## src/sv/ucb_pkg.sv

```systemverilog
// shared widths, constants and reset values of the ucb1 score unit
`default_nettype none
package ucb_pkg;

    // item field widths
    localparam int SCORE_W  = 24;
    localparam int VISIT_W  = 24;
    localparam int WEIGHT_W = 16;
    localparam int OUT_W    = 40;

    // default configuration of the datapath
    localparam int COUNT_BITS_DEF = 24;
    localparam int FRAC_BITS_DEF  = 16;

    // depth of the queue between front and back
    localparam int QUEUE_DEPTH = 4;

    // exploration weight after reset, about sqrt(2) in Q4.12
    localparam logic [WEIGHT_W-1:0] WEIGHT_RESET = 16'd5793;

    // ln(2) in Q0.30
    localparam logic [29:0] LN2_Q30 = 30'd744261118;

    // saturation limit of the result
    localparam logic [OUT_W-1:0] OUT_MAX = 40'h7F_FFFF_FFFF;

endpackage
`default_nettype wire

```

## src/sv/ucb_in_if.sv

```systemverilog
// input channel: node score and visit counts
`default_nettype none
interface ucb_in_if;
    logic                               valid;
    logic                               ready;
    logic signed [ucb_pkg::SCORE_W-1:0] node_score;
    logic [ucb_pkg::VISIT_W-1:0]        node_visits;
    logic [ucb_pkg::VISIT_W-1:0]        parent_visits;

    modport source (output valid, node_score, node_visits, parent_visits, input ready);
    modport sink (input valid, node_score, node_visits, parent_visits, output ready);
endinterface
`default_nettype wire

```

## src/sv/ucb_front.sv

```systemverilog
// front end: accepts items and classifies them for the back pipeline
`default_nettype none
module ucb_front #(
    parameter int COUNT_BITS = ucb_pkg::COUNT_BITS_DEF,
    parameter int K_W        = $clog2(COUNT_BITS)
) (
    ucb_in_if.sink                      in_ch,
    input  wire logic                   queue_full,
    output logic                        push,
    output logic                        inf,
    output logic                        neg,
    output logic [K_W-1:0]              k,
    output logic [ucb_pkg::SCORE_W-1:0] mag,
    output logic [COUNT_BITS-1:0]       n,
    output logic [COUNT_BITS-1:0]       total
);

    // handshake
    assign in_ch.ready = !queue_full;
    assign push        = in_ch.valid && !queue_full;

    // count fields and zero test
    assign n     = COUNT_BITS'(in_ch.node_visits);
    assign total = COUNT_BITS'(in_ch.parent_visits);
    assign inf   = (n == '0) || (total == '0);

    // sign and magnitude of the score, most negative value maps to itself
    assign neg = in_ch.node_score[ucb_pkg::SCORE_W-1];
    assign mag = neg ? (ucb_pkg::SCORE_W)'(-in_ch.node_score) : in_ch.node_score;

    // index of the top set bit of the parent count
    always_comb
    begin
        k = '0;
        for (int i = 0; i < COUNT_BITS; i++)
        begin
            if (total[i])
            begin
                k = K_W'(i);
            end
        end
    end

endmodule
`default_nettype wire

```

## src/flat_wrapper.sv

```systemverilog
// flat-port wrapper written by rule: the top's interface ports become plain ports
module ucb_front_flat 
#(
    parameter int COUNT_BITS = ucb_pkg::COUNT_BITS_DEF,
    parameter int K_W        = $clog2(COUNT_BITS)
)
  (queue_full, push, inf, neg, k, mag, n, total, in_ch_valid, in_ch_node_score, in_ch_node_visits, in_ch_parent_visits, in_ch_ready);
  ucb_in_if in_ch_i ();
  input  wire logic queue_full;
  output logic push;
  output logic inf;
  output logic neg;
  output logic [K_W-1:0] k;
  output logic [ucb_pkg::SCORE_W-1:0] mag;
  output logic [COUNT_BITS-1:0] n;
  output logic [COUNT_BITS-1:0] total;
  input wire logic [$bits(in_ch_i.valid)-1:0] in_ch_valid;
  input wire logic [$bits(in_ch_i.node_score)-1:0] in_ch_node_score;
  input wire logic [$bits(in_ch_i.node_visits)-1:0] in_ch_node_visits;
  input wire logic [$bits(in_ch_i.parent_visits)-1:0] in_ch_parent_visits;
  output wire logic [$bits(in_ch_i.ready)-1:0] in_ch_ready;
  assign in_ch_i.valid = in_ch_valid;
  assign in_ch_i.node_score = in_ch_node_score;
  assign in_ch_i.node_visits = in_ch_node_visits;
  assign in_ch_i.parent_visits = in_ch_parent_visits;
  assign in_ch_ready = in_ch_i.ready;
  ucb_front #(.COUNT_BITS(COUNT_BITS), .K_W(K_W)) u_core (.in_ch(in_ch_i), .queue_full(queue_full), .push(push), .inf(inf), .neg(neg), .k(k), .mag(mag), .n(n), .total(total));
endmodule
```

## config.mk

```make
export PLATFORM = sky130hd
export DESIGN_NAME = ucb_front_flat
export DESIGN_NICKNAME = d
export VERILOG_FILES = /design/src/sv/ucb_pkg.sv /design/src/sv/ucb_in_if.sv /design/src/sv/ucb_front.sv /design/src/flat_wrapper.sv
export SDC_FILE = /design/constraint.sdc
export NUM_CORES = 1
export LEC_CHECK = 0
export ABC_AREA = 1
export BUFFER_PORTS_ARGS = -buffer_cell sky130_fd_sc_hd__buf_2
export CORE_ASPECT_RATIO = 1.4
export CORE_UTILIZATION = 25
export DETAILED_ROUTE_END_ITERATION = 8
export GPL_TIMING_DRIVEN = 0
export PLACE_DENSITY = 0.74
export SLEW_MARGIN = 20
export SYNTH_ARGS = -nofsm -noshare
export SYNTH_HDL_FRONTEND = slang
export SYNTH_SLANG_ARGS = --single-unit
```

## constraint.sdc

```tcl
create_clock -name vclk -period 4.06
set_clock_uncertainty 0.05 [all_clocks]
set_input_delay 0.203 -clock vclk [all_inputs]
set_output_delay 0.203 -clock vclk [all_outputs]
set_load 0.01 [all_outputs]
```

== Word level (Yosys, flattened, before mapping) ==
Cells that the tools add are included.
W data, S select, Z words.

* Bits in registers: 0
* Bits of input ports: 74
* Output and inout bits: 81
* Logic and storage cells: 30

* $add $sub $neg: 1
* Muxes and demuxes: 24
* Reductions and logical operators: 5

{| class="wikitable"
|+ Operator list
! cell !! count
|-
| $logic_not A24 Y1 || 2
|-
| $mux W5 || 8
|-
| $mux W4 || 8
|-
| $mux W24 || 1
|-
| $neg A24 Y24 || 1
|-
| $mux W3 || 4
|-
| $mux W2 || 2
|-
| $logic_and A1 B1 Y1 || 1
|-
| $logic_not A1 Y1 || 1
|-
| $logic_or A1 B1 Y1 || 1
|-
| $mux W1 || 1
|}

== Longest topological paths before layout ==
* Word-level depth: 23
* Depth in mapped cells: 23
* Gate-level depth less buffers: 23

== Least setup slack after synthesis ==
OpenSTA, ideal clock, no wires.

* Path kind: input -> output
* Start point: in in_ch_node_score[1]
* End point: out mag[20] (netlist bit)
* Arrival: 1.533 ns
* Required time: 3.807 ns
* Setup slack: 2.274 ns
* Stages: 12
* Buffers on the path: 0
* Cell sequence: inv_1 > ha_1 > nand4_1 > nor2_1 > nand2_1 > nor4_2 > nand2_1 > nand2_1 > o21ai_1 > nor2_2 > nand2_1 > xor2_1

* Word-level cells in the longest chain between the ends: 2

{| class="wikitable"
|+ RTL lines
! element !! RTL line !! source
|-
| start: declaration || flat_wrapper.sv:18 || <nowiki>input wire logic [$bits(in_ch_i.node_score)-1:0] in_ch_node_score;</nowiki>
|-
| $neg A24 Y24 || ucb_front.sv:29 || <nowiki>assign mag = neg ? (ucb_pkg::SCORE_W)'(-in_ch.node_score) : in_ch.node_score;</nowiki>
|-
| $mux W24 || ucb_front.sv:29 ||
|-
| end: declaration || flat_wrapper.sv:14 || <nowiki>output logic [ucb_pkg::SCORE_W-1:0] mag;</nowiki>
|}

Every way passes these cells.

== Final worst setup path ==
Same ends and word-level chain as after synthesis.

==> flow_metrics.tcl <==
set metrics [dict create \
    post_drt_wl_per_cell_um 9.857 \
    cts_hold_buf 0 \
    worstPathArrival_ns 1.95 \
    place_area_um2 2127 \
    io_pins 155 \
    core_um2 4880 \
    area_growth_pct 67.32 \
    stdcell_count 440 \
    synth-simple-area-share_pct 35.33 \
    drtIter0Drc 50 \
    initial_core_util_pct 26.05 \
    p_per_area_nw_per_um2 107.8 \
    nClkBuffers 0 \
    synth_top_family_by_area "buffers and inverters" \
    dp_hpwl_mm 4.002 \
    vias 1841 \
    drive_gt1_share_pct 57.98 \
    synth_top_cell_by_area "buf_4" \
    irDropWorstVdd_v 0.00004616 \
    timing.final.setup_violations 0 \
    antenna_left 0 \
    timing.slew.headroom_pct 70.85 \
    synthXorXnorAreaFrac_pct 14.47 \
    p_leak_nw 1.321 \
    cp-end-kind "output port" \
    crit_fanout 3 \
    fin_area_um2 2127 \
    die_h_um 86.37 \
    grt_overflow 0 \
    die_w_um 62.27 \
    synth_compound_area_share_pct 7.776 \
    row_count 30 \
    grt_antenna_before_repair 0 \
    path_class "in2out" \
    wl_mm 4.337 \
    post_cts_resized 0 \
    synthesis.nets 296 \
    antenna_cells 0 \
    avgSynthCellArea_um2 5.752 \
    status "finished clean" \
    grt_pass1_vias 1743 \
    synth_area_leaders "buf_4, nand2_1, inv_1, xor2_1, nor2_1" \
    synth-warning-count 0 \
    finalCritPeriodShare_pct 54.21 \
    gp_congestion 0.8124 \
    tightestPinTransition_ns 0.4316 \
    synthMuxAreaShare_pct 0 \
    hold-worst-slack_ns 0.5959 \
    ys_seq_area_share_pct 0 \
    die_area_um2 5378 \
    grt_use_total_pct 15.21 \
    grt_max_degree 11 \
    syn_area_um2 1271 \
    nets 453 \
    fin_tns_setup_ns 0 \
    drv_cap 0 \
    slew_viol_final 0 \
    yosysUniqueCellTypes 28 \
    drt-pass1-iter-count 4 \
    rsz0062_at_grt "no" \
    via_per_inst 4.184 \
    hold_viol_final 0 \
    syn_inst 221 \
    final_util_pct 43.59 \
    synth_common_cells "buf_4, nand2_1, inv_1, nor2_1, xor2_1" \
    yosysMostFrequentCell "buf_4" \
    layout_min_cycle_time_ns 2.201 \
    n_sequential_cell 0 \
    route.detailed.drc 0 \
    io_buffers 155 \
    required_ns 3.81 \
    placedCellCount 440 \
    fmax_ghz 0.4544 \
    regArea_um2 0 \
    cts_setup_buffers 0 \
    grt_pass1_wl_mm 6.982 \
    startpoint_type "primary input" \
    synth_top_cell_area_share_pct 29.53 \
    min_path_type "in2out" \
    synthAdderAreaFrac_pct 0.9843 \
]
[final timing paths]
path | startpoint | to | slack [ns] | depth (start not counted)
hold / removal | queue_full | in_ch_ready | 0.60 | 3
setup / recovery | in_ch_node_score[1] | mag[20] | 1.86 | 14
[logic make-up (layout without fill, tap and decap cells)]
logic type / count (synthesis) / after routing
simple gates: 93 / 93
xor+xnor: 21 / 21
compound gates: 16 / 16
fa+ha+maj: 1 / 1
buf+inv: 90 / 245
[power by group]
| part | internal (W) | switching, W | total, W | leakage, nW |
|---|---|---|---|---|
| sequential | 0 | 0 | 0 | 0 |
| combinational | 0.000115 | 0.000114 | 0.000229 | 1.32 |
| clock | 0 | 0 | 0 | 0 |
[worst max-delay path, stage by stage]
cell and delay [ns]:
buf_2 0.11, inv_1 0.06, ha_1 0.19, nand4_1 0.13, nor2_1 0.13, nand2_1 0.11
nor4_2 0.17, nand2_1 0.13, nand2_1 0.11, o21ai_1 0.11, nor2_2 0.14, nand2_1 0.08
xor2_1 0.13, buf_2 0.15
[routing by layer]
layer | vias up | part of all wire, % | track usage [%]
li1 | 956 | - | -
met1 | 782 | 35 | 14.47
met2 | 101 | 56 | 34.27
met3 | 2 | 8.9 | 2.632
met4 | 0 | 0.21 | 0.4228
met5 | - | 0 | 0
[cell usage in the layout, fill, tap and decap left out, types with 4 or more instances in the layout]
master / netlist / routed
xor2_1: 15 / 15
buf_4: 50 / 50
nand3_1: 6 / 6
nand4_1: 5 / 5
a21oi_1: 4 / 4
nor2_1: 24 / 24
nor4_1: 8 / 8
inv_1: 37 / 37
xnor2_1: 6 / 6
buf_2: 1 / 156
nand2_1: 40 / 40
o21ai_0: 5 / 5
[cell type report]
class                           instances  area, um^2
Buffer                                 52       384.1
Inverter                               38       142.6
Multi-Input combinational cell        131       744.5
Fill cell                             526        2753
Timing Repair Buffer                  155       775.7
Tap cell                               64       80.08
[per-stage QoR]
stage	total power (W)	setup slack, ns
2_1_floorplan	0.0001212	2.274
3_3_place_gp	0.0002272	1.861
3_5_place_dp	0.0002299	1.833
4_1_cts	0.0002311	1.820
5_1_grt	0.0002515	1.611
6_report	0.0002293	1.859
Power figures use the tool's default switching activity.
