### src/sv/ucb_pkg.sv
// shared widths, constants and reset values of the ucb1 score unit
`default_nettype none
package ucb_pkg;

    // item field widths
    localparam int SCORE_W  = 24;
    localparam int VISIT_W  = 24;
    localparam int WEIGHT_W = 16;
    localparam int OUT_W    = 40;

    // default configuration of the datapath
    localparam int COUNT_BITS_DEF = 24;
    localparam int FRAC_BITS_DEF  = 16;

    // depth of the queue between front and back
    localparam int QUEUE_DEPTH = 4;

    // exploration weight after reset, about sqrt(2) in Q4.12
    localparam logic [WEIGHT_W-1:0] WEIGHT_RESET = 16'd5793;

    // ln(2) in Q0.30
    localparam logic [29:0] LN2_Q30 = 30'd744261118;

    // saturation limit of the result
    localparam logic [OUT_W-1:0] OUT_MAX = 40'h7F_FFFF_FFFF;

endpackage
`default_nettype wire

### src/sv/ucb_queue.sv
// short fifo that decouples the front end from the back pipeline
`default_nettype none
module ucb_queue #(
    parameter int WIDTH = 8
) (
    input  wire logic             clk,
    input  wire logic             rst_n,
    input  wire logic             push,
    input  wire logic [WIDTH-1:0] push_data,
    output logic                  full,
    input  wire logic             pop,
    output logic                  empty,
    output logic [WIDTH-1:0]      head
);

    localparam int DEPTH = ucb_pkg::QUEUE_DEPTH;
    localparam int PTR_W = $clog2(DEPTH);
    localparam int CNT_W = $clog2(DEPTH + 1);

    logic [WIDTH-1:0] mem [DEPTH];
    logic [PTR_W-1:0] wr_ptr_reg, wr_ptr_next;
    logic [PTR_W-1:0] rd_ptr_reg, rd_ptr_next;
    logic [CNT_W-1:0] count_reg, count_next;

    assign full  = (count_reg == CNT_W'(DEPTH));
    assign empty = (count_reg == '0);
    assign head  = mem[rd_ptr_reg];

    // pointer and fill count update
    always_comb
    begin
        wr_ptr_next = wr_ptr_reg;
        rd_ptr_next = rd_ptr_reg;
        count_next  = count_reg;
        if (push)
        begin
            wr_ptr_next = (wr_ptr_reg == PTR_W'(DEPTH - 1)) ? '0 : wr_ptr_reg + 1'b1;
        end
        if (pop)
        begin
            rd_ptr_next = (rd_ptr_reg == PTR_W'(DEPTH - 1)) ? '0 : rd_ptr_reg + 1'b1;
        end
        if (push && !pop)
        begin
            count_next = count_reg + 1'b1;
        end
        else if (pop && !push)
        begin
            count_next = count_reg - 1'b1;
        end
    end

    always_ff @(posedge clk or negedge rst_n)
    begin
        if (!rst_n)
        begin
            wr_ptr_reg <= '0;
            rd_ptr_reg <= '0;
            count_reg  <= '0;
        end
        else
        begin
            wr_ptr_reg <= wr_ptr_next;
            rd_ptr_reg <= rd_ptr_next;
            count_reg  <= count_next;
        end
    end

    // storage
    always_ff @(posedge clk)
    begin
        if (push)
        begin
            mem[wr_ptr_reg] <= push_data;
        end
    end

endmodule
`default_nettype wire

### config.mk
export PLATFORM = sky130hd
export DESIGN_NAME = ucb_queue
export DESIGN_NICKNAME = d
export VERILOG_FILES = /design/src/sv/ucb_pkg.sv /design/src/sv/ucb_queue.sv
export SDC_FILE = /design/constraint.sdc
export NUM_CORES = 1
export LEC_CHECK = 0
export BUFFER_PORTS_ARGS = -buffer_cell sky130_fd_sc_hd__buf_4
export CELL_PAD_IN_SITES_DETAIL_PLACEMENT = 2
export CELL_PAD_IN_SITES_GLOBAL_PLACEMENT = 2
export CORE_ASPECT_RATIO = 1.2
export CORE_MARGIN = 4
export CORE_UTILIZATION = 45
export DETAILED_ROUTE_END_ITERATION = 12
export PLACE_DENSITY_LB_ADDON = 0.1
export SLEW_MARGIN = 0
export SYNTH_ARGS = -nofsm -noshare
export SYNTH_HDL_FRONTEND = slang
export SYNTH_SLANG_ARGS = --single-unit
export TNS_END_PERCENT = 50
### constraint.sdc
create_clock -name clk -period 3.36 [get_ports clk]
set_input_delay 0.336 -clock clk [delete_from_list [all_inputs] [get_ports clk]]
set_output_delay 0.336 -clock clk [all_outputs]
set_load 0.01 [all_outputs]
# ---- After elaboration in Yosys (flattened, before gate mapping)
# Memory sizes are Yosys's and may differ from the RTL's.
# Index checks and enable logic that the tools add are counted.
dict set report classes {
  n_addsub 4
  mul 0
  n_div 0
  n_lt_le_gt_ge 0
  n_eq_ne 3
  n_shift 0
  n_mux 6
  n_bitwise 0
  n_reduce_logical 6
}
# cell n
set op_table {}
lappend op_table {{$mux W3} 2}
lappend op_table {{$add A2 B1 Y2 const B} 2}
lappend op_table {{$eq A2 B2 Y1 const B} 2}
lappend op_table {{$mux W2} 2}
lappend op_table {{$add A3 B1 Y3 const B} 1}
lappend op_table {{$eq A3 B3 Y1 const B} 1}
lappend op_table {{$logic_not A3 Y1} 1}
lappend op_table {{$sub A3 B1 Y3 const B} 1}
lappend op_table {{$logic_and A1 B1 Y1} 2}
lappend op_table {{$logic_not A1 Y1} 2}
lappend op_table {{$mux W1} 2}
lappend op_table {{$reduce_bool A2 Y1} 1}
dict set report word_totals {
  reg_bits 7
  latchBits 0
  mem_bits_rw 32
  rom_bits 0
  in_bits 12
  output_inout_bits 10
  elab_cells 23
  n_memories 1
}
# memory words width read_ports rd_clocked_by_memory_dff write_ports line_no
set memory_table {}
lappend memory_table {mem 4 8 1 0 1 ucb_queue.sv:20} ;# logic [WIDTH-1:0] mem [DEPTH];

# ---- Logic depth before layout (Yosys ltp)
# Gate-level depths: netlist of the first run.
dict set report logic_depth {
  ltp_word 4
  mapped_depth 7
  depth_no_buf 7
}

# ---- Worst setup path before layout of the first run
# Ideal clock, no wire load.
dict set report synth_path {
  path_kind {input port to flip-flop}
  startpoint {input pop}
  endpoint {register count_reg[2]}
  setup_ps 79
  t_arrival_ps 1322
  required_time_ps 3281
  setup_slack_ps 1959
  cell_stages 7
  path_buffers 0
  path_cell_list {inv_1 -> ha_1 -> inv_1 -> fa_1 -> xor2_1 -> nor2_1 -> xor2_1}
}
dict set report synth_between {
  elab_chain_len 3
  word_cells_on_any_way 5
  cone_classes {mux: 1; reduce/logical: 4}
}
# item line_no
set synth_rtl {}
lappend synth_rtl {{start, declared} ucb_queue.sv:11} ;# input wire logic pop,
lappend synth_rtl {{$logic_not A1 Y1} ucb_queue.sv:43} ;# if (push && !pop)
lappend synth_rtl {{$logic_and A1 B1 Y1} ucb_queue.sv:43}
lappend synth_rtl {{$mux W3 or $reduce_bool A2 Y1 (tied branches)} n/a}
lappend synth_rtl {{end signal, assigned} ucb_queue.sv:65} ;# count_reg <= count_next;
lappend synth_rtl {{end, declared} ucb_queue.sv:23} ;# logic [CNT_W-1:0] count_reg, count_next;
# Parallel ways exist; a longest one is shown, timed or not.
# A chain may end at the register's enable or synchronous reset.

# ---- Worst setup path after layout of the first run
dict set report layout_path {
  startpoint {register rd_ptr_reg[0]}
  endpoint {output head[6]}
}
dict set report layout_between {
  elab_chain_len 1
}
# item line_no
set layout_rtl {}
lappend layout_rtl {{start, declared} ucb_queue.sv:22} ;# logic [PTR_W-1:0] rd_ptr_reg, rd_ptr_next;
lappend layout_rtl {{start signal, assigned} ucb_queue.sv:64} ;# rd_ptr_reg <= rd_ptr_next;
lappend layout_rtl {{$mem_v2 Z4 W8} n/a}
lappend layout_rtl {{end, declared} ucb_queue.sv:13} ;# output logic [WIDTH-1:0] head
# Every way passes these cells.

==> results of run 1 <==
## stage by stage
stage	setup slack, ns	utilization	instances
2_1_floorplan	1.96	-	79
3_3_place_gp	1.55	0.527	135
3_5_place_dp	1.54	0.527	135
4_1_cts	1.23	0.554	144
5_1_grt	1.17	0.554	144
6_report	1.27	0.554	144
## layout by cell type (no fill, tap or decap), drive strengths merged, types with 2 or more instances in the layout
cell type	Yosys	final
mux2	3	3
and2	4	4
buf	2	21
nor2	2	2
ha	6	6
inv	5	5
edfxtp	32	32
dfrtp	7	7
clkbuf	0	8
o21ai	2	2
xor2	2	2
mux4	8	8
## kinds of logic after synthesis
logic type | after synthesis | synth area share
buffers and inverters | 7 | 0.0223
AO/OA/AOI/OAI | 2 | 0.00637
adder cells (fa/ha/maj) | 7 | 0.0606
flip-flops | 39 | 0.724
multiplexers | 11 | 0.136
XOR/XNOR | 3 | 0.0167
AND/OR/NAND/NOR | 10 | 0.0343
## final timing paths
kind                                 end  cells past startpoint
max                              head[6]                      2
min                            mem[1][3]                      1
max reg2reg                    mem[1][4]                      3
min reg2reg                 count_reg[2]                      1
max in group asynchronous  wr_ptr_reg[0]                      2
min in group asynchronous   count_reg[1]                      2
## per-layer routing
metal | track usage | vias up | routed length, microns | part of all wire
met4 | 0.0495 | 0 | 25 | 0.0080
met2 | 0.278 | 19 | 1710 | 0.55
met5 | 0 | - | 0 | 0
met3 | 0.0442 | 4 | 125 | 0.040
li1 | - | 354 | - | -
met1 | 0.198 | 409 | 1280 | 0.41
## area by class of cell
class                   count  share of cell area
clock buffers               8              0.0433
inverters                   5              0.0102
multi-input cells          33               0.216
flip-flops and latches     39               0.615
well taps                  37              0.0251
repair buffers             22              0.0907
## power by group through the flow
stage,clock [mW],combinational (mW),sequential [mW]
5_1_grt,0.321,0.506,0.762
6_report,0.292,0.461,0.744
3_5_place_dp,0,0.466,0.758
2_1_floorplan,0,0.331,0.685
4_1_cts,0.302,0.475,0.747
3_3_place_gp,0,0.430,0.746
## what timing repair did
action / in CTS / in global routing
hold buffers: 1 / 0
endpoints found under the hold margin: 7 / 0
setup buffers: 0 / 0
## worst max-delay path: stages (launching register included)
cell and delay (ns):
dfrtp_1 0.73, mux4_2 0.59, buf_4 0.16
==> impl_results.md, run 1 <==
* Yosys top cell area share at 0.612
* Die W at 61.9 microns
* Post-synth EDFFs at 32
* Die Ht at 72.7 microns
* Fin area at 1850 sq um
* Root Driver: clkbuf_8
* Top cells by area, synth: edfxtp_1 61%, mux4_2 11%, dfrtp_1 11%
* Post-synthesis sequential area ratio at 0.724
* Max_cap viols at 0
* Via count at 786
* Total Routing Usage GR at 0.163
* Commonest cells in the netlist: 32 x edfxtp_1, 8 x mux4_2, 7 x dfrtp_1
* Highest Clock Rate at 479 MHz
* Initial antenna violation count at 0
* Detailed Place HPWL at 2.32 mm
* Max-slew violations at 0
* Final wirelength at 3.14 mm
* Fin nets at 125
* # diodes at 0
* R2R Setup Slk at 1.90 ns
* Worst Setup Start Kind: flip-flop
* GR Overflow Total at 0
* Clock buffer depth at 2
* Max transition margin at 0.598
* Area Overhead vs Synth at 17.7%
* RR Startpoint: wr_ptr_reg[1]
* Logic gate share of total power at 0.308
* Final Setup Violations at 0
* Clk sinks at 39
* CTS tree: built
* LEAKAGE at 0.693 nW
* Post-synth top area cell: edfxtp_1
* Internal power at 1.04 mW
* DRC Markers at 0
* Gp weighted congestion at 0.648
* Total negative slack at 0 ns
* Maximum fanout along the worst path at 11
* Clock period minus worst slack at 2.09 ns
* Setup CP Type: flip-flop to primary output
* Layout fillers at 292
* Seq cells post-synth at 39
* Core area at 3340 sq um
* Max reg flops at 32
* Drt wl/cell at 21.8 microns
* Final count of hold timing violations at 0
* Ys Warns at 0
* Post-synthesis net count at 98
* Hold path start: push_data[3]
* Sw Share at 0.302
* Synthesized area at 1570 sq um
* Area of the multi-input gates at 399 sq um
* First-pass GRT wire length at 5.06 mm
* Power per cell area at 810 nW/um^2
* Crit share post-route at 0.621
* Post-synthesis async set-or-reset flop share at 0.179
* I/O pin count at 22
* Outcome: finished clean
* H-tree Lvls at 2
* Post-route ant nets at 0
* Fin Hold WS at 0.258 ns
* Critical Path RT at 3.02 ns
* Vias in the first global route at 941
* Critical Path AT at 1.75 ns
* Cells after synthesis at 79
* Worst-Skew Late Latency at 0.28 ns
* Initial DRC count at 19
* Critical path startpoint: rd_ptr_reg[0]
* Initial cell density of the core at 0.470
* Setup crit end kind: primary output
* Part of the power in registers at 0.497
* Num CTS Buffers at 5
* DRT Pass-1 Iters at 4
* Clock power share at 0.195
* Top-count cell post-synth: edfxtp_1
* IO Port Bufs at 21
* Register Area at 1140 sq um
* Worst Clk Skew at 0.00355 ns
* Post-DR vias/cell at 5.46
* Worst VDD drop at 0.504 mV
* Synth cell types at 18
* Mean Syn Cell Area at 19.9 sq um
* Overall Power at 1.50 mW
* Die ar. at 4500 sq um
* Resized Gates After CTS at 0
* Placed inst area at 1760 sq um
* RSZ-0062 raised after global routing: false
* Min-delay worst type: input pin to flip-flop
* Share of cells above drive strength 1 at 0.346
* Largest net degree at the start of global routing at 12
* Row count at 23
* Main flop type after synthesis: edfxtp_1
* P_sw at 451 uW
* Pin slew with the least headroom to its limit at 0.603 ns
* Worst-path clk slew at 0.07 ns
Power figures use the tool's default switching activity.
==> inputs of run 2 (changes only) <==
CORE_UTILIZATION = 37   (was 45)
clock period = 1.67 ns   (was 3.36 ns; I/O delays follow)
==> run 2 against run 1 <==
Against the previous run:
- the flow now finishes with violations (negative setup slack)
- clock-buffer cell count shrank 3
- hold slack got worse by 0.18 ns
- die area increased by 19%
- critical path type unchanged
==> impl_results.md, run 2 (synthesis gave the netlist of run 1 again) <==
* Clk sinks at 39 (unchanged)
* Placed inst area at 1820 sq um (+3.6%)
* RSZ-0062 raised after global routing: true
* Die Ht at 79.4 microns (+9.2%)
* Initial DRC count at 51 (+32)
* Pin slew with the least headroom to its limit at 0.465 ns (-0.138 ns)
* Met2 wire length at 1.74 mm (+1.8%)
* Highest Clock Rate at 595 MHz
* Most frequent cells in the layout: 32 x edfxtp_1, 17 x buf_4, 8 x mux4_2, 8 x buf_6
* Logic gate share of total power at 0.356 (+0.048)
* Clock power share at 0.220 (+0.025)
* P_sw at 975 uW (+120%)
* Die ar. at 5350 sq um (+19%)
* Worst-Skew Late Latency at 0.29 ns (about the same)
* Share of cells above drive strength 1 at 0.407 (+0.0613)
* Final Setup Violations at 5 (+5)
* Setup CP Type: flip-flop to primary output
* Max-slew violations at 0 (unchanged)
* DRT Pass-1 Iters at 3 (-1)
* Detailed Place HPWL at 2.09 mm (-9.9%)
* Maximum fanout along the worst path at 5 (-6)
* Power per cell area at 1710 nW/um^2 (+110%)
* Overall Power at 3.42 mW (+130%)
* RR Startpoint: count_reg[0]
* Post-DR vias/cell at 4.72 (-14%)
* Die W at 67.5 microns (+9.0%)
* Reg2Reg Depth at 4 (+1)
* Total Routing Usage GR at 0.134 (-0.0288)
* Row count at 25 (+8.7%)
* CP max stage cell: mux4_2
* Worst Clk Skew at 0.00688 ns (+0.00333 ns)
* I/O pin count at 22 (unchanged)
* Post-Place Cells at 156 (+16%)
* Max_cap viols at 0 (unchanged)
* Critical-path cell list: buf_12 -> mux4_2 -> buf_6
* Fin area at 2000 sq um (+8.4%)
* Worst Setup Start Kind: flip-flop
* Initial cell density of the core at 0.392 (-0.0782)
* Critical Path AT at 1.51 ns (-0.24 ns)
* Critical Path RT at 1.50 ns (-1.52 ns)
* Total negative slack at -0.0198 ns (-0.0198 ns)
* Setup crit end kind: primary output
* Setup WS pre-CTS at 0.142 ns (-1.40 ns)
* Root Driver: clkbuf_8
* Final count of hold timing violations at 0 (unchanged)
* R2R Path End: count_reg[2]
* Failing checks: negative setup slack
* Fin Hold WS at 0.0772 ns (-0.181 ns)
* Setup slack after layout at -0.0101 ns (-1.28 ns)
* Worst VDD drop at 0.744 mV (+48%)
* Vias in the first global route at 879 (-6.6%)
* # diodes at 0 (unchanged)
* Hold Path Depth at 1 (unchanged)
* GR Overflow Total at 0 (unchanged)
* Crit share post-route at 1.01
* First-pass GRT wire length at 4.89 mm (-3.5%)
* Min-Delay Endpoint: mem[3][6]
* Drt wl/cell at 18.3 microns (-16%)
* Gp weighted congestion at 0.660 (+1.8%)
* IO Port Bufs at 21 (unchanged)
* Sw Share at 0.285 (-0.0167)
* Min-delay worst type: input pin to flip-flop
* DRC Markers at 0 (unchanged)
* Core area at 4000 sq um (+20%)
* Post-Layout Cell Count at 167 (+16%)
* LEAKAGE at 0.760 nW (+9.7%)
* Clock period minus worst slack at 1.68 ns
* Internal power at 2.45 mW (+130%)
* Post-route ant nets at 0 (unchanged)
* Commonest non-fill, non-tap cell in the layout: edfxtp_1
* Fin nets at 131 (+4.8%)
* H-tree Lvls at 2 (unchanged)
* Metal-1 WL at 1.17 mm (-8.4%)
* Final wirelength at 3.05 mm (-2.9%)
* R2R Setup Slk at 0.22 ns (-1.68 ns)
* Max transition margin at 0.690 (+0.0919)
* Final Util at 0.500 (-0.0533)
* Max reg flops at 32 (unchanged)
* Largest net degree at the start of global routing at 13 (+1)
* Crit-path max cell delay at 0.53 ns (-0.20 ns)
* Top routing layer in use: met4
* Area Overhead vs Synth at 27.6%
* Num CTS Buffers at 5 (unchanged)
* Initial antenna violation count at 0 (unchanged)
* Part of the power in registers at 0.423 (-0.074)
* Clock buffer depth at 2 (unchanged)
* Worst-path clk slew at 0.08 ns (about the same)
* Via count at 788 (+0.25%)
* Hold path start: push_data[6]
* CTS tree: built
* DR WL met3 at 121 microns (-3.2%)
* Outcome: complete, but fails checks
==> run 2: cell types whose count changed in the layout (fill, tap and decap cells not counted), sizes merged <==
cell / before / now
clkinv: 0 / 2
buf: 21 / 26
bufinv: 0 / 1
clkbuf: 8 / 6
==> run 2: power groups by stage <==
stage / Combinational, mW / Sequential, mW / Clock, mW
6_report: 1.22 / 1.45 / 0.754
5_1_grt: 1.33 / 1.48 / 0.829
4_1_cts: 1.20 / 1.45 / 0.786
3_5_place_dp: 1.07 / 1.47 / 0
3_3_place_gp: 1.04 / 1.46 / 0
2_1_floorplan: 0.666 / 1.38 / 0
==> run 2: cell type report <==
class	count	area (sq um)
fillers	391	2000
flip-flops and latches	39	1140
multi-input cells	33	399
repair buffers	28	273
clock buffers	5	68.8
well taps	54	67.6
clock inverters	3	38.8
inverters	5	18.8
==> run 2: per-layer routing <==
metal	track usage	vias to the layer above
met2	0.241	20
met5	0	-
met3	0.0339	2
li1	-	366
met1	0.143	400
met4	0.0609	0
==> run 2: worst max-delay path by stage <==
stage,startpoint,endpoint,slack [ns]
6_report,rd_ptr_reg[0],head[2],-0.01
5_1_grt,rd_ptr_reg[0],head[2],-0.07
4_1_cts,rd_ptr_reg[0],head[2],-0.05
3_5_place_dp,pop,count_reg[2],0.14
3_3_place_gp,push,count_reg[1],0.26
2_1_floorplan,count_reg[0],count_reg[2],0.37
==> run 2: timing repair <==
item                       in CTS  in global routing
cloned                          0                  1
setup buffers                   1                  0
setup endpoints to repair       8                  8
resized for setup               8                  1
hold buffers                    1                  0
pin swaps                       0                  0
hold endpoints to repair        7                  0
==> run 2: critical path: cells and delay by family (launching register included) <==
kind	cells	cell delay (ns)
muxes	1	0.53
DFF	1	0.42
buffers and inverters	2	0.28
